**src/hdl/infix_to_postfix_converter_assert.svh**
```systemverilog
// Assertion macros shared by the converter modules
`ifndef INFIX_TO_POSTFIX_CONVERTER_ASSERT_SVH
`define INFIX_TO_POSTFIX_CONVERTER_ASSERT_SVH

// Same-cycle implication, sampled on clk, off while in reset
`define ITP_ASSERT_NOW(lbl, ante, cons, msg) \
  lbl: assert property (@(posedge clk) disable iff (!rst_n) (ante) |-> (cons)) \
    else $error(msg);

// Next-cycle implication, sampled on clk, off while in reset
`define ITP_ASSERT_NEXT(lbl, ante, cons, msg) \
  lbl: assert property (@(posedge clk) disable iff (!rst_n) (ante) |=> (cons)) \
    else $error(msg);

`endif

```
**src/hdl/itp_pkg.sv**
```systemverilog
// Shared types, constants and functions for the infix to postfix converter
package itp_pkg;

  localparam int STACK_DEPTH = 32;
  localparam int SP_W        = $clog2(STACK_DEPTH + 1);
  localparam int IDX_W       = $clog2(STACK_DEPTH);

  typedef logic [2:0] code_t;

  localparam code_t CODE_OPEN = 3'd0;
  localparam code_t CODE_ADD  = 3'd1;
  localparam code_t CODE_SUB  = 3'd2;
  localparam code_t CODE_MUL  = 3'd3;
  localparam code_t CODE_DIV  = 3'd4;
  localparam code_t CODE_POW  = 3'd5;

  localparam logic [7:0] CH_OPEN  = 8'h28;
  localparam logic [7:0] CH_CLOSE = 8'h29;
  localparam logic [7:0] CH_ADD   = 8'h2B;
  localparam logic [7:0] CH_SUB   = 8'h2D;
  localparam logic [7:0] CH_MUL   = 8'h2A;
  localparam logic [7:0] CH_DIV   = 8'h2F;
  localparam logic [7:0] CH_POW   = 8'h5E;
  localparam logic [7:0] CH_UPPER_A = 8'd65;
  localparam logic [7:0] CH_UPPER_Z = 8'd90;
  localparam logic [7:0] CH_LOWER_A = 8'd97;
  localparam logic [7:0] CH_LOWER_Z = 8'd122;
  localparam logic [7:0] CH_NUL   = 8'h00;

  typedef enum logic [1:0] {
    ST_OK        = 2'd0,
    ST_OVERFLOW  = 2'd1,
    ST_UNMATCHED = 2'd2
  } status_t;

  typedef enum logic [2:0] {
    CLS_OTHER,
    CLS_LETTER,
    CLS_OPEN,
    CLS_CLOSE,
    CLS_OPER
  } cls_t;

  typedef enum logic [1:0] {
    RES_LETTER,
    RES_TOP,
    RES_OVERFLOW,
    RES_UNMATCHED
  } res_sel_t;

  typedef enum logic [1:0] {
    S_IDLE,
    S_WORK,
    S_FLUSH,
    S_DRAIN
  } state_t;

  typedef struct packed {
    logic     load;
    logic     push;
    logic     pop;
    logic     gen;
    res_sel_t sel;
    logic     done;
  } cmd_t;

  typedef struct packed {
    cls_t cls;
    logic end_item;
    logic sp_zero;
    logic sp_full;
    logic top_open;
    logic top_higher;
    logic hold_vld;
    logic out_free;
  } sts_t;

  function automatic logic is_letter(input logic [7:0] c);
    return ((c >= CH_UPPER_A) && (c <= CH_UPPER_Z)) ||
           ((c >= CH_LOWER_A) && (c <= CH_LOWER_Z));
  endfunction

  function automatic code_t sym_code(input logic [7:0] c);
    code_t r;
    unique case (c)
      CH_ADD:  r = CODE_ADD;
      CH_SUB:  r = CODE_SUB;
      CH_MUL:  r = CODE_MUL;
      CH_DIV:  r = CODE_DIV;
      CH_POW:  r = CODE_POW;
      default: r = CODE_OPEN;
    endcase
    return r;
  endfunction

  function automatic logic [7:0] code_char(input code_t c);
    logic [7:0] r;
    unique case (c)
      CODE_OPEN: r = CH_OPEN;
      CODE_ADD:  r = CH_ADD;
      CODE_SUB:  r = CH_SUB;
      CODE_MUL:  r = CH_MUL;
      CODE_DIV:  r = CH_DIV;
      CODE_POW:  r = CH_POW;
      default:   r = CH_NUL;
    endcase
    return r;
  endfunction

  function automatic logic [1:0] code_prec(input code_t c);
    logic [1:0] r;
    unique case (c)
      CODE_ADD, CODE_SUB: r = 2'd1;
      CODE_MUL, CODE_DIV: r = 2'd2;
      CODE_POW:           r = 2'd3;
      default:            r = 2'd0;
    endcase
    return r;
  endfunction

endpackage

```
**src/hdl/itp_if.sv**
```systemverilog
// Channel interfaces for the converter input and result transactions
interface itp_in_if;
  logic       valid;
  logic       ready;
  logic [7:0] symbol;
  logic       end_of_expr;

  modport source (output valid, output symbol, output end_of_expr, input ready);
  modport sink   (input valid, input symbol, input end_of_expr, output ready);
endinterface

interface itp_out_if;
  logic       valid;
  logic       ready;
  logic [7:0] out_symbol;
  logic       last;
  logic [1:0] status;

  modport source (output valid, output out_symbol, output last, output status, input ready);
  modport sink   (input valid, input out_symbol, input last, input status, output ready);
endinterface

```
**src/hdl/itp_datapath.sv**
```systemverilog
// Datapath: item register, operator stack, result hold and output registers
`include "infix_to_postfix_converter_assert.svh"

module itp_datapath
  import itp_pkg::*;
(
  input  logic       clk,
  input  logic       rst_n,
  input  logic [7:0] in_symbol,
  input  logic       in_end,
  input  cmd_t       cmd,
  output sts_t       sts,
  input  logic       out_ready,
  output logic       out_valid,
  output logic [7:0] out_symbol,
  output logic       out_last,
  output status_t    out_status
);

  logic [7:0] sym_r;
  logic       end_r;
  code_t      stack_r [STACK_DEPTH];
  logic [SP_W-1:0] sp_r, sp_nxt, sp_m1;
  code_t      top_code;

  logic       hold_vld_r, hold_vld_nxt;
  logic [7:0] hold_sym_r;
  status_t    hold_st_r;

  logic       out_valid_r, out_valid_nxt;
  logic [7:0] out_sym_r;
  logic       out_last_r;
  status_t    out_st_r;

  logic [7:0] gen_sym;
  status_t    gen_st;
  logic       load_out, load_hold, out_from_hold;
  cls_t       cls;

  assign sp_m1    = sp_r - SP_W'(1);
  assign top_code = stack_r[sp_m1[IDX_W-1:0]];

  always_comb begin
    if (is_letter(sym_r))            cls = CLS_LETTER;
    else if (sym_r == CH_OPEN)       cls = CLS_OPEN;
    else if (sym_r == CH_CLOSE)      cls = CLS_CLOSE;
    else if (sym_code(sym_r) != CODE_OPEN) cls = CLS_OPER;
    else                             cls = CLS_OTHER;
  end

  always_comb begin
    sts.cls        = cls;
    sts.end_item   = end_r;
    sts.sp_zero    = (sp_r == '0);
    sts.sp_full    = (sp_r >= SP_W'(STACK_DEPTH));
    sts.top_open   = (top_code == CODE_OPEN);
    sts.top_higher = (code_prec(top_code) > code_prec(sym_code(sym_r)));
    sts.hold_vld   = hold_vld_r;
    sts.out_free   = !out_valid_r || out_ready;
  end

  always_comb begin
    unique case (cmd.sel)
      RES_LETTER:    begin gen_sym = sym_r;               gen_st = ST_OK;        end
      RES_TOP:       begin gen_sym = code_char(top_code); gen_st = ST_OK;        end
      RES_OVERFLOW:  begin gen_sym = CH_NUL;              gen_st = ST_OVERFLOW;  end
      RES_UNMATCHED: begin gen_sym = CH_NUL;              gen_st = ST_UNMATCHED; end
      default:       begin gen_sym = CH_NUL;              gen_st = ST_OK;        end
    endcase
  end

  // A result is held back one step until it is known whether another follows
  always_comb begin
    out_from_hold = hold_vld_r && (cmd.gen || cmd.done);
    load_out      = out_from_hold || (cmd.gen && cmd.done);
    load_hold     = cmd.gen && (hold_vld_r || !cmd.done);
    if (load_hold)     hold_vld_nxt = 1'b1;
    else if (cmd.done) hold_vld_nxt = 1'b0;
    else               hold_vld_nxt = hold_vld_r;
    if (load_out)       out_valid_nxt = 1'b1;
    else if (out_ready) out_valid_nxt = 1'b0;
    else                out_valid_nxt = out_valid_r;
    if (cmd.push)      sp_nxt = sp_r + SP_W'(1);
    else if (cmd.pop)  sp_nxt = sp_m1;
    else               sp_nxt = sp_r;
  end

  always_ff @(posedge clk) begin
    if (!rst_n) begin
      sp_r        <= '0;
      hold_vld_r  <= 1'b0;
      out_valid_r <= 1'b0;
    end else begin
      sp_r        <= sp_nxt;
      hold_vld_r  <= hold_vld_nxt;
      out_valid_r <= out_valid_nxt;
    end
  end

  always_ff @(posedge clk) begin
    if (cmd.load) begin
      sym_r <= in_symbol;
      end_r <= in_end;
    end
    if (cmd.push) begin
      stack_r[sp_r[IDX_W-1:0]] <= sym_code(sym_r);
    end
    if (load_hold) begin
      hold_sym_r <= gen_sym;
      hold_st_r  <= gen_st;
    end
    if (load_out) begin
      if (out_from_hold) begin
        out_sym_r  <= hold_sym_r;
        out_st_r   <= hold_st_r;
        out_last_r <= !cmd.gen;
      end else begin
        out_sym_r  <= gen_sym;
        out_st_r   <= gen_st;
        out_last_r <= 1'b1;
      end
    end
  end

  assign out_valid  = out_valid_r;
  assign out_symbol = out_sym_r;
  assign out_last   = out_last_r;
  assign out_status = out_st_r;

  `ITP_ASSERT_NOW(a_sp_in_range, 1'b1, sp_r <= SP_W'(STACK_DEPTH), "stack pointer past depth")
  `ITP_ASSERT_NOW(a_no_push_full, cmd.push, sp_r < SP_W'(STACK_DEPTH), "push on full stack")
  `ITP_ASSERT_NOW(a_no_pop_empty, cmd.pop, sp_r != '0, "pop on empty stack")
  `ITP_ASSERT_NOW(a_load_out_free, load_out, !out_valid_r || out_ready, "output overwritten")

endmodule

```
**src/hdl/itp_controller.sv**
```systemverilog
// Controller: sequences the stack and result steps for each input transaction
`include "infix_to_postfix_converter_assert.svh"

module itp_controller
  import itp_pkg::*;
(
  input  logic clk,
  input  logic rst_n,
  input  logic in_valid,
  output logic in_ready,
  input  sts_t sts,
  output cmd_t cmd
);

  state_t state_r, state_nxt;
  logic   fin;

  always_ff @(posedge clk) begin
    if (!rst_n) begin
      state_r <= S_IDLE;
    end else begin
      state_r <= state_nxt;
    end
  end

  always_comb begin
    state_nxt = state_r;
    cmd       = '0;
    in_ready  = 1'b0;
    fin       = 1'b0;
    unique case (state_r)
      S_IDLE: begin
        in_ready = 1'b1;
        if (in_valid) begin
          cmd.load  = 1'b1;
          state_nxt = S_WORK;
        end
      end
      S_WORK: begin
        if (sts.out_free) begin
          unique case (sts.cls)
            CLS_LETTER: begin
              cmd.gen = 1'b1;
              cmd.sel = RES_LETTER;
              fin     = 1'b1;
            end
            CLS_OPEN: begin
              if (sts.sp_full) begin
                cmd.gen = 1'b1;
                cmd.sel = RES_OVERFLOW;
              end else begin
                cmd.push = 1'b1;
              end
              fin = 1'b1;
            end
            CLS_CLOSE: begin
              if (sts.sp_zero) begin
                cmd.gen = 1'b1;
                cmd.sel = RES_UNMATCHED;
                fin     = 1'b1;
              end else begin
                cmd.pop = 1'b1;
                if (sts.top_open) begin
                  fin = 1'b1;
                end else begin
                  cmd.gen = 1'b1;
                  cmd.sel = RES_TOP;
                end
              end
            end
            CLS_OPER: begin
              if (!sts.sp_zero && sts.top_higher) begin
                cmd.pop = 1'b1;
                cmd.gen = 1'b1;
                cmd.sel = RES_TOP;
              end else begin
                if (sts.sp_full) begin
                  cmd.gen = 1'b1;
                  cmd.sel = RES_OVERFLOW;
                end else begin
                  cmd.push = 1'b1;
                end
                fin = 1'b1;
              end
            end
            CLS_OTHER: fin = 1'b1;
            default:   fin = 1'b1;
          endcase
          if (fin) begin
            if (sts.end_item) state_nxt = S_FLUSH;
            else              cmd.done  = 1'b1;
          end
        end
      end
      S_FLUSH: begin
        if (sts.out_free) begin
          if (sts.sp_zero) begin
            cmd.done = 1'b1;
          end else begin
            cmd.pop = 1'b1;
            if (!sts.top_open) begin
              cmd.gen = 1'b1;
              cmd.sel = RES_TOP;
            end
          end
        end
      end
      S_DRAIN: begin
        if (sts.out_free) cmd.done = 1'b1;
      end
      default: state_nxt = S_IDLE;
    endcase
    if (cmd.done) begin
      state_nxt = (sts.hold_vld && cmd.gen) ? S_DRAIN : S_IDLE;
    end
  end

  `ITP_ASSERT_NOW(a_idle_hold_empty, state_r == S_IDLE, !sts.hold_vld, "held result at idle")
  `ITP_ASSERT_NOW(a_push_pop_excl, cmd.push || cmd.pop, !(cmd.push && cmd.pop), "push with pop")
  `ITP_ASSERT_NEXT(a_drain_ends, state_r == S_DRAIN && sts.out_free, state_r == S_IDLE,
                   "drain did not finish")

endmodule

```
**src/hdl/infix_to_postfix_converter.sv**
```systemverilog
// Top level: infix to postfix converter with an operator stack.
// out_valid comes from the output register: a result goes straight there only when it is the only one
// and no flush follows, else it passes through the hold register first, as it is held there to set last.
// Input: one character at a time, as in_ready is high only in idle; each operator popped, the end flush
// with each '(' it drops, a held result that must drain and each output stall delay the next character.
// Reset (rst_n, synchronous, active low) empties the stack and clears all control state.
module infix_to_postfix_converter
  import itp_pkg::*;
(
  input logic      clk,
  input logic      rst_n,
  itp_in_if.sink   in_chan,
  itp_out_if.source out_chan
);

  cmd_t    cmd;
  sts_t    sts;
  status_t out_st;

  itp_controller u_ctrl (
    .clk      (clk),
    .rst_n    (rst_n),
    .in_valid (in_chan.valid),
    .in_ready (in_chan.ready),
    .sts      (sts),
    .cmd      (cmd)
  );

  itp_datapath u_dp (
    .clk        (clk),
    .rst_n      (rst_n),
    .in_symbol  (in_chan.symbol),
    .in_end     (in_chan.end_of_expr),
    .cmd        (cmd),
    .sts        (sts),
    .out_ready  (out_chan.ready),
    .out_valid  (out_chan.valid),
    .out_symbol (out_chan.out_symbol),
    .out_last   (out_chan.last),
    .out_status (out_st)
  );

  assign out_chan.status = out_st;

endmodule

```
**src/flat_wrapper.sv**
```systemverilog
// flat-port wrapper written by rule: the top's interface ports become plain ports
module infix_to_postfix_converter_flat import itp_pkg::*;
  (clk, rst_n, in_chan_valid, in_chan_symbol, in_chan_end_of_expr, in_chan_ready, out_chan_valid, out_chan_out_symbol, out_chan_last, out_chan_status, out_chan_ready);
  itp_in_if in_chan_i ();
  itp_out_if out_chan_i ();
  input logic clk;
  input logic rst_n;
  input wire logic [$bits(in_chan_i.valid)-1:0] in_chan_valid;
  input wire logic [$bits(in_chan_i.symbol)-1:0] in_chan_symbol;
  input wire logic [$bits(in_chan_i.end_of_expr)-1:0] in_chan_end_of_expr;
  output wire logic [$bits(in_chan_i.ready)-1:0] in_chan_ready;
  output wire logic [$bits(out_chan_i.valid)-1:0] out_chan_valid;
  output wire logic [$bits(out_chan_i.out_symbol)-1:0] out_chan_out_symbol;
  output wire logic [$bits(out_chan_i.last)-1:0] out_chan_last;
  output wire logic [$bits(out_chan_i.status)-1:0] out_chan_status;
  input wire logic [$bits(out_chan_i.ready)-1:0] out_chan_ready;
  assign in_chan_i.valid = in_chan_valid;
  assign in_chan_i.symbol = in_chan_symbol;
  assign in_chan_i.end_of_expr = in_chan_end_of_expr;
  assign in_chan_ready = in_chan_i.ready;
  assign out_chan_valid = out_chan_i.valid;
  assign out_chan_out_symbol = out_chan_i.out_symbol;
  assign out_chan_last = out_chan_i.last;
  assign out_chan_status = out_chan_i.status;
  assign out_chan_i.ready = out_chan_ready;
  infix_to_postfix_converter u_core (.clk(clk), .rst_n(rst_n), .in_chan(in_chan_i), .out_chan(out_chan_i));
endmodule
```
**config.mk**
```make
export PLATFORM = sky130hd
export DESIGN_NAME = infix_to_postfix_converter_flat
export DESIGN_NICKNAME = d
export VERILOG_FILES = /design/src/hdl/itp_pkg.sv /design/src/hdl/itp_if.sv /design/src/hdl/itp_datapath.sv /design/src/hdl/itp_controller.sv /design/src/hdl/infix_to_postfix_converter.sv /design/src/flat_wrapper.sv
export VERILOG_INCLUDE_DIRS = /design/src /design/src/hdl
export SDC_FILE = /design/constraint.sdc
export NUM_CORES = 1
export LEC_CHECK = 0
export ABC_CLOCK_PERIOD_IN_PS = 6000
export BUFFER_PORTS_ARGS = -buffer_cell sky130_fd_sc_hd__buf_2
export CORE_MARGIN = 2
export CORE_UTILIZATION = 40
export CTS_CLUSTER_SIZE = 40
export DETAILED_ROUTE_END_ITERATION = 12
export SYNTH_ARGS = -nofsm -noshare
export SYNTH_HDL_FRONTEND = slang
export SYNTH_SLANG_ARGS = --single-unit
export TNS_END_PERCENT = 30
```
**constraint.sdc**
```tcl
create_clock -name clk -period 6 [get_ports clk]
set_input_delay 1.2 -clock clk [delete_from_list [all_inputs] [get_ports clk]]
set_output_delay 1.2 -clock clk [all_outputs]
set_load 0.1 [all_outputs]
```
==> results by stage, run 1 <==
Setup path:
- The worst setup path is of the register to register kind.
- Data arrives at the worst endpoint at ~5.6 ns.
- The total stage count of the critical path is 18.
- The stage delay of the slowest cell on the critical path is approximately 0.80 ns.
- The data required time of the worst path is 6.17 ns.
- Broken down by cell family, the worst path's largest delay share belongs to compound AO/OA/AOI/OAI gates.
- Walking the worst path, the cells encountered are inv_1 -> ha_1 -> buf_4 -> mux4_1 -> mux2i_1 -> o21ai_0 -> and4_1 -> nor3_1 -> a21oi_1 -> ha_1 -> nand2_1 -> o21ai_0 -> o221ai_1 -> nand2_1 -> a21oi_1 -> a21oi_4 -> o21ai_4 -> mux2_1.
- The maximum fanout count along the critical path is 18.
- STA classifies the critical path endpoint as a register.
- The critical path contains buffers and inverters numbering 2 combined.
- Measured in cells, the most critical reg-to-reg path has a length of 18.
- STA classifies the critical path startpoint as a register.
- The largest individual stage delay along the critical path comes from the cell ha_1.

Synth:
- Counting flops and latches in the post-synthesis netlist gives approximately 140.
- Counting flops with an async set or reset pin after synthesis yields a share of 0%.
- Counting distinct cell types in the post-synthesis netlist gives 76.
- Of the synthesized area, sequential elements account for between 60% and 70%.
- The synthesized area per cell is ~14 µm².
- The most frequently used flop master after synthesis is edfxtp_1.
- The number of instances in the synthesized netlist is ~470.
- The synthesized net count is ~500.
- For this run, the number of Yosys warnings is 0.
- In this run, synthesis inferred approximately 130 flip-flops with an integrated enable.
- Summing every instance area after synthesis gives 0.00664 mm².

Cells and area:
- Of the cells placed in the final design, the portion with a size suffix greater than 1 is 20.2%.
- The number of antenna cells inserted is 0.
- The number of nets in the layout is 522.
- The layout-stage area growth over the synthesis result is 13.3%.

Clocking:
- The number of CTS-inserted buffers is 17.
- Buffers inserted to repair hold after CTS numbered 0.
- The number of gates resized after CTS was 0.
- The tree built by TritonCTS fans out to roughly 140 sinks.
- The TritonCTS clock tree is built.
- The clock latency on the worst-skew pair is between 0.4 and 0.5 ns.
- The clock root buffer is clkbuf_16.
- The number of buffers inserted to repair setup after CTS is 0.
- Counting along the longest clock path gives a buffer depth of 2.
- CTS built an H-tree with a depth of 4.
- After clock tree synthesis, the clock-pin slew on the worst setup and hold paths is approximately 0.06 ns.

STA:
- The worst hold margin is roughly 0.56 ns.
- The count of pins over their slew limit is 0.
- Setup slack closes at between 0.5 and 0.6 ns.
- Setup repair after global routing left no endpoint under its margin.
- Clock skew on the completed layout was measured at 0.00763 ns.
- Counting I/O delays and the setup requirement, the final critical path takes about 5.5 ns.
- After routing, the total negative slack on setup checks comes to 0 ns.
- After layout, the worst path uses 91.0% of the clock period.
- Derived from the worst setup path, the maximum achievable clock frequency is around 180 MHz.
- Setup violations remaining at the end of the flow were counted as 0.
- The normalized max-slew margin is just over 20%.
- At the pin with the least slew margin, the transition time is around 1.2 ns.
- The final number of hold-violating endpoints was 0.

Detailed routing:
- The post-detailed-route wirelength per cell is around 18 µm.
- The routed layout has 4,024 vias.
- The first detailed-routing pass ran for 7 iterations.
- The aggregate routed wire length is approximately 14 mm.
- The detail route stage leaves a number of antenna-violating nets equal to 0.
- The count of routing violations after the opening detailed-route iteration is 217.
- After detailed routing, the number of remaining DRC violations is 0.
- The via count normalized by instance count is ~5.5.

Worst hold path:
- The count of cells along the worst hold path is 1.
- The tightest min-delay check is of the register to register type.

Placement:
- The HPWL after detailed placement is 9.16 mm.
- During placement, the flow inserted port buffers numbering 25.
- At the end of routability-driven placement, the weighted congestion stood at roughly 0.90.
- Prior to clock tree synthesis, the placed netlist has a worst setup slack of between 0.5 and 0.6 ns.

GRT:
- Global routing finished with a remaining overflow of 0.
- The initial antenna violation count was 0.
- The wire length of the first global-routing pass is roughly 21 mm.
- Global routing used around 16% of the available tracks.
- The via count of the first global-routing pass came to ~4.0k.
- Entering global routing, the biggest net connects 35 pins.

Pwr:
- Power comes to 2.50 mW.
- For this design the ratio of total power to cell area is around 330 mW/mm².
- The worst-case IR drop observed on VDD is slightly above 0.2 mV.
- The analysis attributes to cell leakage a power of ~2.6 nW.

Floorplan:
- From bottom edge to top edge, the die measures 133 µm.
- The floorplan has 47 rows.
- In this run the standard cell core region covers roughly 0.016 mm².
- The floorplan step set the die width to about 130 µm.
- The effective utilization at floorplan is between 40% and 50%.
- The number of I/O pins is 26.
- The die covers 0.0176 mm².

Status:
- The flow ran to the end, and the final reports show no timing, DRC or antenna violations.

Job:
- The max-capacitance violation count is 0.
==> cells in the final DEF (no fill, tap or decap), types with 6 or more instances in the layout <==
| master | Yosys | layout |
|---|---|---|
| ha_1 | 11 | 11 |
| a21oi_1 | 19 | 19 |
| nor2_1 | 56 | 56 |
| nand2_1 | 27 | 27 |
| edfxtp_1 | 126 | 126 |
| inv_1 | 10 | 10 |
| dfxtp_1 | 10 | 9 |
| mux4_1 | 10 | 10 |
| o21ai_0 | 10 | 10 |
| nor3_1 | 8 | 8 |
| nor2b_1 | 6 | 6 |
| mux4_2 | 14 | 14 |
| clkbuf_16 | 0 | 17 |
| o31ai_1 | 7 | 7 |
| buf_2 | 5 | 25 |
| buf_4 | 3 | 9 |
| nand2b_1 | 7 | 7 |
| mux2i_1 | 16 | 16 |
==> registers in the layout (all words and copies together) (netlist names) <==
name                    flops
u_core.u_dp.out_last        1
u_core.u_ctrl.state_r       2
u_core.u_dp.hold_st_r       2
u_core.u_dp.out_valid       1
u_core.u_dp.out_status      2
u_core.u_dp.hold_vld_r      1
u_core.u_dp.sp_r            6
u_core.u_dp.stack_r        96
u_core.u_dp.out_symbol      8
u_core.u_dp.end_r           1
u_core.u_dp.sym_r           8
u_core.u_dp.hold_sym_r      8
==> final timing paths <==
| path | startpoint | to | slack [ns] |
|---|---|---|---|
| min reg2reg | u_core.u_dp.hold_st_r[1]$_DFFE_PP_ | u_core.u_dp.out_status[1]$_DFFE_PP_ | 0.56 |
| max | u_core.u_dp.sp_r[1]$_SDFFE_PN0P_ | u_core.u_dp.out_symbol[0]$_DFFE_PP_ | 0.54 |
| min | u_core.u_dp.hold_st_r[1]$_DFFE_PP_ | u_core.u_dp.out_status[1]$_DFFE_PP_ | 0.56 |
| max reg2reg | u_core.u_dp.sp_r[1]$_SDFFE_PN0P_ | u_core.u_dp.out_symbol[0]$_DFFE_PP_ | 0.54 |
==> through the flow <==
stage | utilization, % | area (µm²) | instances
floorplan | - | 6640 | 472
global placement | 42.1 | 6910 | 699
detailed placement | 42.1 | 6910 | 699
CTS | 45.8 | 7520 | 731
global route | 45.8 | 7520 | 731
finish | 45.8 | 7520 | 731
==> Yosys cell counts (3+ instances only) <==
library cell  count  area (µm²)
edfxtp_1        126        3780
nor2_1           56         210
nand2_1          27         101
a21oi_1          19        95.1
mux2i_1          16         160
mux4_2           14         315
clkbuf_1         11        41.3
ha_1             11         138
dfxtp_1          10         200
inv_1            10        37.5
mux4_1           10         263
o21ai_0          10        50.1
nor3_1            8        40.0
nand2b_1          7        43.8
o31ai_1           7        52.6
nor2b_1           6        37.5
a211oi_1          5        37.5
buf_2             5        25.0
mux2_4            5        75.1
xnor2_1           5        43.8
a22oi_1           4        30.0
a31oi_1           4        25.0
buf_6             4        45.0
nand3_1           4        20.0
nand3b_1          4        30.0
o211ai_1          4        30.0
and2_1            3        18.8
and3_1            3        18.8
and4_1            3        26.3
buf_12            3        60.1
buf_4             3        22.5
nand4_1           3        18.8
nor3b_1           3        22.5
o21a_1            3        22.5
o21ai_1           3        15.0
or2_2             3        18.8
or3b_2            3        26.3
xor2_1            3        26.3
==> cell type report <==
type / instances / area [µm²]
fillers: 1405 / 8890
flip-flops and latches: 136 / 3990
multi-input cells: 298 / 2420
clock buffers: 17 / 425
well taps: 220 / 275
repair buffers: 34 / 193
clock inverters: 15 / 176
inverters: 11 / 41.3
==> worst reg2reg max path, stage by stage (launching register included) <==
cell	delay [ns]
dfxtp_1	0.54
inv_1	0.16
ha_1	0.80
buf_4	0.30
mux4_1	0.30
mux2i_1	0.14
o21ai_0	0.12
and4_1	0.31
nor3_1	0.34
a21oi_1	0.08
ha_1	0.30
nand2_1	0.06
o21ai_0	0.10
o221ai_1	0.39
nand2_1	0.15
a21oi_1	0.28
a21oi_4	0.17
o21ai_4	0.31
mux2_1	0.37
==> layer usage <==
metal	track usage, %	share of wire (%)
met3	5.02	4.0
met4	8.30	3.2
met5	0	0
met2	26.2	50
met1	19.2	43
==> logic make-up (layout without fill, tap and decap cells) <==
| kind of cell | Yosys count | in the layout | synth area share (%) |
|---|---|---|---|
| buf+inv | 38 | 77 | 3.66 |
| mux | 46 | 46 | 12.4 |
| fa+ha+maj | 13 | 13 | 2.38 |
| compound gates | 82 | 82 | 8.81 |
| xor+xnor | 8 | 8 | 1.06 |
| simple gates | 149 | 149 | 11.7 |
| flops | 136 | 136 | 60.0 |
==> power by group <==
part / switching [mW] / internal, mW / total, mW
combinational: 0.223 / 0.119 / 0.342
clock: 0.404 / 0.653 / 1.06
sequential: 0.0388 / 1.07 / 1.11
total: 0.666 / 1.84 / 2.50
Power figures use the tool's default switching activity.
==> inputs of run 2 (changes only) <==
Settings changed: CORE_MARGIN 2 to default.
==> run 2 against run 1 <==
Compared with the run above: power down 2.9%; sequential power about the same; clock power down 7%; critical endpoint is now u_core.u_dp.out_valid$_SDFFE_PN0P_; largest cell class unchanged.
==> results by stage, run 2 (same netlist as run 1, synthesis figures left out) <==
Clocking:
- The total number of H-tree levels came to 4 (unchanged).
- The number of CTS-inserted buffers was 17 (unchanged).
- TritonCTS built the clock tree.
- The post-cts gate resize count is 0 (unchanged).
- The number of buffers inserted to repair setup after CTS is 0 (unchanged).
- The clock slew at the register clock pins of the worst setup and hold paths is 0.06 ns (about the same).
- The tree is rooted in a clkbuf_16.
- The number of sinks driven by the clock tree is 136 (unchanged).
- The hold-fix buffer count after cts came to 0 (unchanged).
- The maximum clock path buffer count is 2 (unchanged).
- The clock latency on the worst-skew pair is 0.42 ns (about the same).

Pwr:
- The maximum vdd ir drop is 0.227 mV (+9.3%).
- The power density over the cells is 325 mW/mm² (-2.3%).
- The leakage dissipation is 2.59 nW (-0.85%).

Job:
- The max-capacitance violation count came to 0 (unchanged).

Cells and area:
- The combined area of the multi-input logic cells was 0.00242 mm² (unchanged).
- The final instance count without filler cells is 726 (-0.68%).
- The number of nets in the layout is 521 (-0.19%).
- Leaving out fill and tap cells, the most frequent cell in the layout is edfxtp_1.
- The post-layout instance area is 0.00747 mm² (-0.57%).
- The fraction of final layout cells sized beyond drive strength 1 is 19.6% (-0.55 points).
- The number of flip-flops under the largest register name is 96 (unchanged).
- The utilization after layout is 46.5% (+0.73 points).
- The register area is 0.00399 mm² (unchanged).
- Relative to the synthesized area, the layout overhead comes to 12.6%.
- The filler cell count in the final layout is 1,411 (+0.43%).
- The number of antenna cells inserted was 0 (unchanged).
- In the layout the commonest cells are 126 x edfxtp_1, 56 x nor2_1, 27 x nand2_1, 25 x buf_2, 19 x a21oi_1.

Setup path:
- In this run the worst setup path begins at u_core.u_dp.sp_r[1]$_SDFFE_PN0P_.
- Walking the worst path, the cells encountered are inv_1 -> ha_1 -> buf_4 -> mux4_1 -> mux2i_1 -> o21ai_0 -> and4_1 -> nor3_1 -> a21oi_1 -> ha_1 -> nand2_1 -> o21ai_0 -> o221ai_1 -> nand2_1 -> a21oi_1 -> a21oi_4 -> maj3_1 -> o21a_1.
- The data required time of the worst path was 6.31 ns (+0.14 ns).
- The stage delay of the slowest cell on the critical path is 0.58 ns (-0.22 ns).
- The setup slack of the worst register-to-register path is 0.74 ns (+0.20 ns).
- The type of element capturing the critical path is a register.
- The arrival time at the worst endpoint was 5.57 ns (-0.06 ns).
- The worst setup path is launched from a register.
- The worst setup path is of the register to register kind.
- The endpoint identified for the worst register-to-register timing path is u_core.u_dp.out_valid$_SDFFE_PN0P_.
- The critical path ends at u_core.u_dp.out_valid$_SDFFE_PN0P_.
- The startpoint identified for the worst register-to-register timing path is u_core.u_dp.sp_r[1]$_SDFFE_PN0P_.
- The standard cell with the maximum stage delay on the critical path is maj3_1.
- The maximum fanout count along the critical path was 20 (+2).
- The depth of the most critical reg-to-reg path came to 18 (unchanged).

STA:
- The achievable frequency came to 190 MHz (+3.7%).
- The final period utilization is 87.7% (-3.3 points).
- The final number of setup-violating endpoints came to 0 (unchanged).
- The post-route minimum period is 5.26 ns (-0.197 ns).
- The final number of hold-violating endpoints came to 0 (unchanged).
- The count of pins over their slew limit is 0 (unchanged).
- The transition at the pin with the smallest max-transition slack came to 1.09 ns (-0.106 ns).
- The clock skew after layout is 0.00820 ns (+0.000565 ns).
- The total negative slack is 0 ns (unchanged).
- The normalized max-slew margin is 27.6% (+7.1 points).
- The worst setup margin came to 0.738 ns (+0.197 ns).
- Setup repair after global routing left no endpoint under its margin.

Floorplan:
- The die span in x was 131 µm (-1.5%).
- The number of cell rows is 46 (-2.1%).
- The area of the core region is 0.0161 mm² (-2.1%).
- The number of I/O pins is 26 (unchanged).
- The effective utilization at floorplan came to 41.3% (+0.88 points).
- The vertical extent of the die is 131 µm (-1.5%).
- The die outline area came to 0.0171 mm² (-3.0%).

GRT:
- The initial antenna violation count is 0 (unchanged).
- The total global-route track usage came to 17.4% (+1.3 points).
- The global-route congestion overflow total came to 0 (unchanged).
- The wire length of the first global-routing pass is 21.8 mm (+1.6%).
- The pin count of the biggest net entering global routing came to 35 (unchanged).
- The via count of the first global-routing pass is 4,067 (+1.3%).

Detailed routing:
- The first-pass iteration count of the detailed router is 4 (-3).
- The count of routing violations after the opening detailed-route iteration came to 283 (+30%).
- The aggregate routed wire length is 13.3 mm (-1.2%).
- The post-detailed-route wirelength per cell is 18.4 µm (-0.49%).
- The number of antenna-violating nets in the routed design is 0 (unchanged).
- The number of DRC violations after detailed routing is 0 (unchanged).
- The routed via count is 3,994 (-0.75%).
- The via count normalized by instance count is 5.50 (about the same).

Placement:
- The count of input and output buffers is 25 (unchanged).
- The HPWL after detailed placement was 9.17 mm (+0.16%).
- The post-placement setup slack came to 0.725 ns (+0.145 ns).
- The final estimated routing congestion in global placement is 0.831 (-7.9%).
- The placement-stage cell area is 0.00690 mm² (-0.18%).
- The number of placed cells counting well taps is 694 (-0.72%).

Status:
- The flow ran to the end, and the final reports show no timing, DRC or antenna violations.

Worst hold path:
- The path category of the worst min-delay check is register to register.
-- run 2: worst max-delay path, delay by kind of cell, from the launching register on --
| kind | cells | cell delay [ns] |
|---|---|---|
| muxes | 2 | 0.52 |
| and+or+nand+nor | 4 | 0.79 |
| DFF | 1 | 0.55 |
| buffers and inverters | 2 | 0.50 |
| adders and majority gates | 3 | 1.37 |
| AOI/OAI and AO/OA | 7 | 1.42 |
-- run 2: worst min-delay path by stage --
| stage | to | cells past startpoint | from | slack, ns |
|---|---|---|---|---|
| 6_report | u_core.u_dp.out_symbol[0]$_DFFE_PP_ | 1 | u_core.u_dp.hold_sym_r[0]$_DFFE_PP_ | 0.54 |
| 5_1_grt | u_core.u_dp.out_symbol[0]$_DFFE_PP_ | 1 | u_core.u_dp.hold_sym_r[0]$_DFFE_PP_ | 0.56 |
| 4_1_cts | u_core.u_dp.out_symbol[0]$_DFFE_PP_ | 1 | u_core.u_dp.hold_sym_r[0]$_DFFE_PP_ | 0.54 |
| 3_5_place_dp | u_core.u_dp.out_symbol[0]$_DFFE_PP_ | 1 | u_core.u_dp.hold_sym_r[0]$_DFFE_PP_ | 0.53 |
| 3_3_place_gp | u_core.u_dp.out_symbol[0]$_DFFE_PP_ | 1 | u_core.u_dp.hold_sym_r[0]$_DFFE_PP_ | 0.52 |
| 2_1_floorplan | u_core.u_dp.out_symbol[0]$_DFFE_PP_ | 1 | u_core.u_dp.hold_sym_r[0]$_DFFE_PP_ | 0.50 |
-- run 2: area by class of cell --
cell class	instances	share of cell area, %
inverter	11	0.552
clock buffer	22	6.35
multi-input combinational	298	32.4
tap	216	3.62
clock inverter	10	1.31
sequential	136	53.3
timing repair buffer	33	2.48
-- run 2: per-layer routing --
layer	track usage, %	wire, µm
met1	21.8	6020
met2	27.8	6470
met3	4.85	456
met4	8.18	397
met5	0	0
-- run 2: through the flow --
stage | total power [mW] | hold WS [ns]
global placement | 1.45 | 0.519
global route | 2.53 | 0.565
floorplan | 1.39 | 0.501
finish | 2.43 | 0.538
CTS | 2.45 | 0.543
detailed placement | 1.46 | 0.527
-- run 2: where the power goes --
part           leakage (nW)  internal [mW]  switching (mW)
Sequential             1.35           1.07          0.0386
Combinational         0.972          0.118           0.220
Clock                 0.273          0.604           0.385
==> inputs of run 3 (changes only) <==
Settings changed: CORE_UTILIZATION 40 to 62, PLACE_DENSITY from default to 0.8.
==> run 3 against run 2 <==
Compared with the run above: critical path type unchanged; highest routed layer unchanged; flip-flop and latch count is the same; non-clock buffer count is 1 lower; register-to-register slack got worse by 0.25 ns; maximum frequency shrank 4.5%; sequential share of layout area increased by 0.94 points; wire length is 0.66% higher; global-route usage up 9.1 points; via count increased by 2.8%; core utilization is 24 points higher; combinational power grew 2%.
==> results by stage, run 3 (same netlist as run 1, synthesis figures left out) <==
Clocking:
- The clock latency on the worst-skew pair is 0.53 ns (+0.11 ns).
- The number of CTS-inserted buffers is 17 (unchanged).
- The number of sinks driven by the clock tree is 136 (unchanged).
- The total number of H-tree levels is 4 (unchanged).
- The hold-fix buffer count after cts came to 0 (unchanged).
- The TritonCTS clock tree is built.
- The post-cts gate resize count was 0 (unchanged).
- The clock slew at the register clock pins of the worst setup and hold paths came to 0.06 ns (about the same).
- The number of buffers inserted to repair setup after CTS is 0 (unchanged).
- The maximum clock path buffer count is 2 (unchanged).
- The clock root buffer is clkbuf_8.

Floorplan:
- The effective utilization at floorplan is 64.0% (+23 points).
- The die span in x is 105 µm (-19%).
- The number of I/O pins came to 26 (unchanged).
- The die outline area is 0.0111 mm² (-35%).
- The area of the core region came to 0.0104 mm² (-35%).
- The vertical extent of the die is 105 µm (-19%).
- The number of cell rows is 37 (-20%).

Detailed routing:
- The routed via count is 4,105 (+2.8%).
- The top routing layer in use is met4.
- The aggregate routed wire length is 13.4 mm (+0.66%).
- The first-pass iteration count of the detailed router is 5 (+1).
- The number of antenna-violating nets in the routed design was 0 (unchanged).
- The number of DRC violations after detailed routing is 0 (unchanged).
- The detailed route wirelength on metal3 is 828 µm (+82%).
- The routed length on met2 came to 6.89 mm (+6.5%).
- The via count normalized by instance count is 6.37 (+16%).
- The post-detailed-route wirelength per cell is 20.9 µm (+13%).
- The count of routing violations after the opening detailed-route iteration is 356 (+26%).
- The wire length on met1 was 5.15 mm (-14%).

Setup path:
- The standard cell with the maximum stage delay on the critical path is a21oi_1.
- The stage delay of the slowest cell on the critical path is 0.77 ns (+0.19 ns).
- The maximum fanout count along the critical path is 20 (unchanged).
- The most numerous cell type found on the critical path is a21oi_1.
- The setup path with the least slack is of type register to register.
- The data required time of the worst path came to 6.15 ns (-0.16 ns).
- The type of element capturing the critical path is a register.
- Traced cell by cell, the critical path runs through inv_1 -> ha_1 -> buf_4 -> mux4_1 -> mux2i_1 -> o21ai_0 -> and4_1 -> nor3_1 -> a21oi_1 -> ha_1 -> nand2_1 -> o21ai_0 -> o221ai_1 -> nand2_1 -> a21oi_1 -> a21oi_4 -> a21oi_1.
- The arrival time at the worst endpoint is 5.66 ns (+0.09 ns).
- STA classifies the critical path startpoint as a register.
- The depth of the most critical reg-to-reg path is 17 (-1).

Cells and area:
- The number of flip-flops under the largest register name is 96 (unchanged).
- Leaving out fill and tap cells, the most frequent cells in the layout are 126 x edfxtp_1, 56 x nor2_1, 27 x nand2_1, 25 x buf_2, 19 x a21oi_1.
- The post-layout instance area came to 0.00734 mm² (-1.7%).
- The fraction of final layout cells sized beyond drive strength 1 is 18.9% (-0.71 points).
- The filler cell count in the final layout is 651 (-54%).
- The number of antenna cells inserted is 0 (unchanged).
- The layout-stage area growth over the synthesis result is 10.7%.
- The number of nets in the layout is 520 (-0.19%).
- The commonest non-fill, non-tap cell in the layout is edfxtp_1.

STA:
- The achievable frequency is 182 MHz (-4.5%).
- The normalized max-slew margin came to 22.8% (-4.8 points).
- The transition at the pin with the smallest max-transition slack came to 1.16 ns (+0.0726 ns).
- The final number of hold-violating endpoints came to 0 (unchanged).
- The worst hold margin was 0.530 ns (-0.00862 ns).
- The final number of setup-violating endpoints is 0 (unchanged).
- The total negative slack is 0 ns (unchanged).
- The clock skew after layout was 0.00765 ns (-0.000552 ns).
- Setup repair after global routing left no endpoint under its margin.
- The final period utilization came to 91.8% (+4.1 points).
- The count of pins over their slew limit is 0 (unchanged).
- The post-route minimum period came to 5.51 ns (+0.247 ns).

Pwr:
- The maximum vdd ir drop was 0.251 mV (+11%).
- The leakage dissipation is 2.57 nW (-0.88%).
- The power density over the cells is 330 mW/mm² (+1.6%).

Placement:
- The count of input and output buffers is 25 (unchanged).
- The HPWL after detailed placement is 8.78 mm (-4.3%).
- The placement-stage cell area is 0.00679 mm² (-1.6%).
- The final estimated routing congestion in global placement is 0.892 (+7.2%).

Worst hold path:
- The min-delay analysis places its worst path in the category register to register.
- The count of cells along the worst hold path was 1 (unchanged).

Status:
- The flow ran to the end, and the final reports show no timing, DRC or antenna violations.

GRT:
- The global-route congestion overflow total is 0 (unchanged).
- The via count of the first global-routing pass is 4,245 (+4.4%).
- The pin count of the biggest net entering global routing is 35 (unchanged).
- The total global-route track usage is 26.5% (+9.1 points).
- The initial antenna violation count is 0 (unchanged).
- The wire length of the first global-routing pass is 21.6 mm (-1.0%).

Job:
- The max-capacitance violation count is 0 (unchanged).
-- run 3: cell count changes in the layout (fill, tap and decap cells not counted) --
| cell | change |
|---|---|
| clkinv_1 | +2 |
| clkbuf_8 | -2 |
| buf_4 | -1 |
| clkinv_2 | -1 |
| bufinv_16 | +1 |
| clkinv_4 | -1 |
| clkbuf_16 | -1 |
| clkinvlp_4 | +1 |
-- run 3: stage by stage --
step                setup WS, ns  instances  power (mW)  utilization [%]
global route               0.165        644        2.51             70.8
detailed placement         0.586        613        1.46             65.5
floorplan                  0.849        472        1.39                -
CTS                        0.529        644        2.43             70.8
global placement           0.897        613        1.45             65.5
finish                     0.491        644        2.43             70.8
-- run 3: worst max-delay path: cells and delay by family (launching register included) --
kind	cells	cell delay, ns
simple gates	4	0.80
mux	2	0.50
buf+inv	2	0.49
compound gates	7	2.00
flops	1	0.52
fa+ha+maj	2	0.80
-- run 3: worst paths after layout --
check / from / slack, ns / to
setup reg to reg: u_core.u_dp.sp_r[1]$_SDFFE_PN0P_ / 0.49 / u_core.u_dp.hold_sym_r[4]$_DFFE_PP_
setup / recovery: u_core.u_dp.sp_r[1]$_SDFFE_PN0P_ / 0.49 / u_core.u_dp.hold_sym_r[4]$_DFFE_PP_
hold reg to reg: u_core.u_dp.hold_sym_r[0]$_DFFE_PP_ / 0.53 / u_core.u_dp.out_symbol[0]$_DFFE_PP_
hold / removal: u_core.u_dp.hold_sym_r[0]$_DFFE_PP_ / 0.53 / u_core.u_dp.out_symbol[0]$_DFFE_PP_
-- run 3: routing by layer --
metal  vias up  global-route usage [%]
met5         -                       0
met2       178                    45.0
met3        48                    7.48
met1      1986                    30.4
met4         0                    14.1
li1       1893                       -
-- run 3: final cells by class --
type                            instances  area (µm²)  share of cell area, %
Multi-Input combinational cell        298        2420                   32.9
Clock inverter                         12         129                   1.75
Tap cell                              136         170                   2.32
Sequential cell                       136        3990                   54.3
Clock buffer                           19         422                   5.74
Inverter                               11        41.3                  0.562
Timing Repair Buffer                   32         178                   2.42
-- run 3: report_power, final --
group,switching [mW],internal (mW)
Clock,0.391,0.587
Combinational,0.226,0.118
Sequential,0.0389,1.07
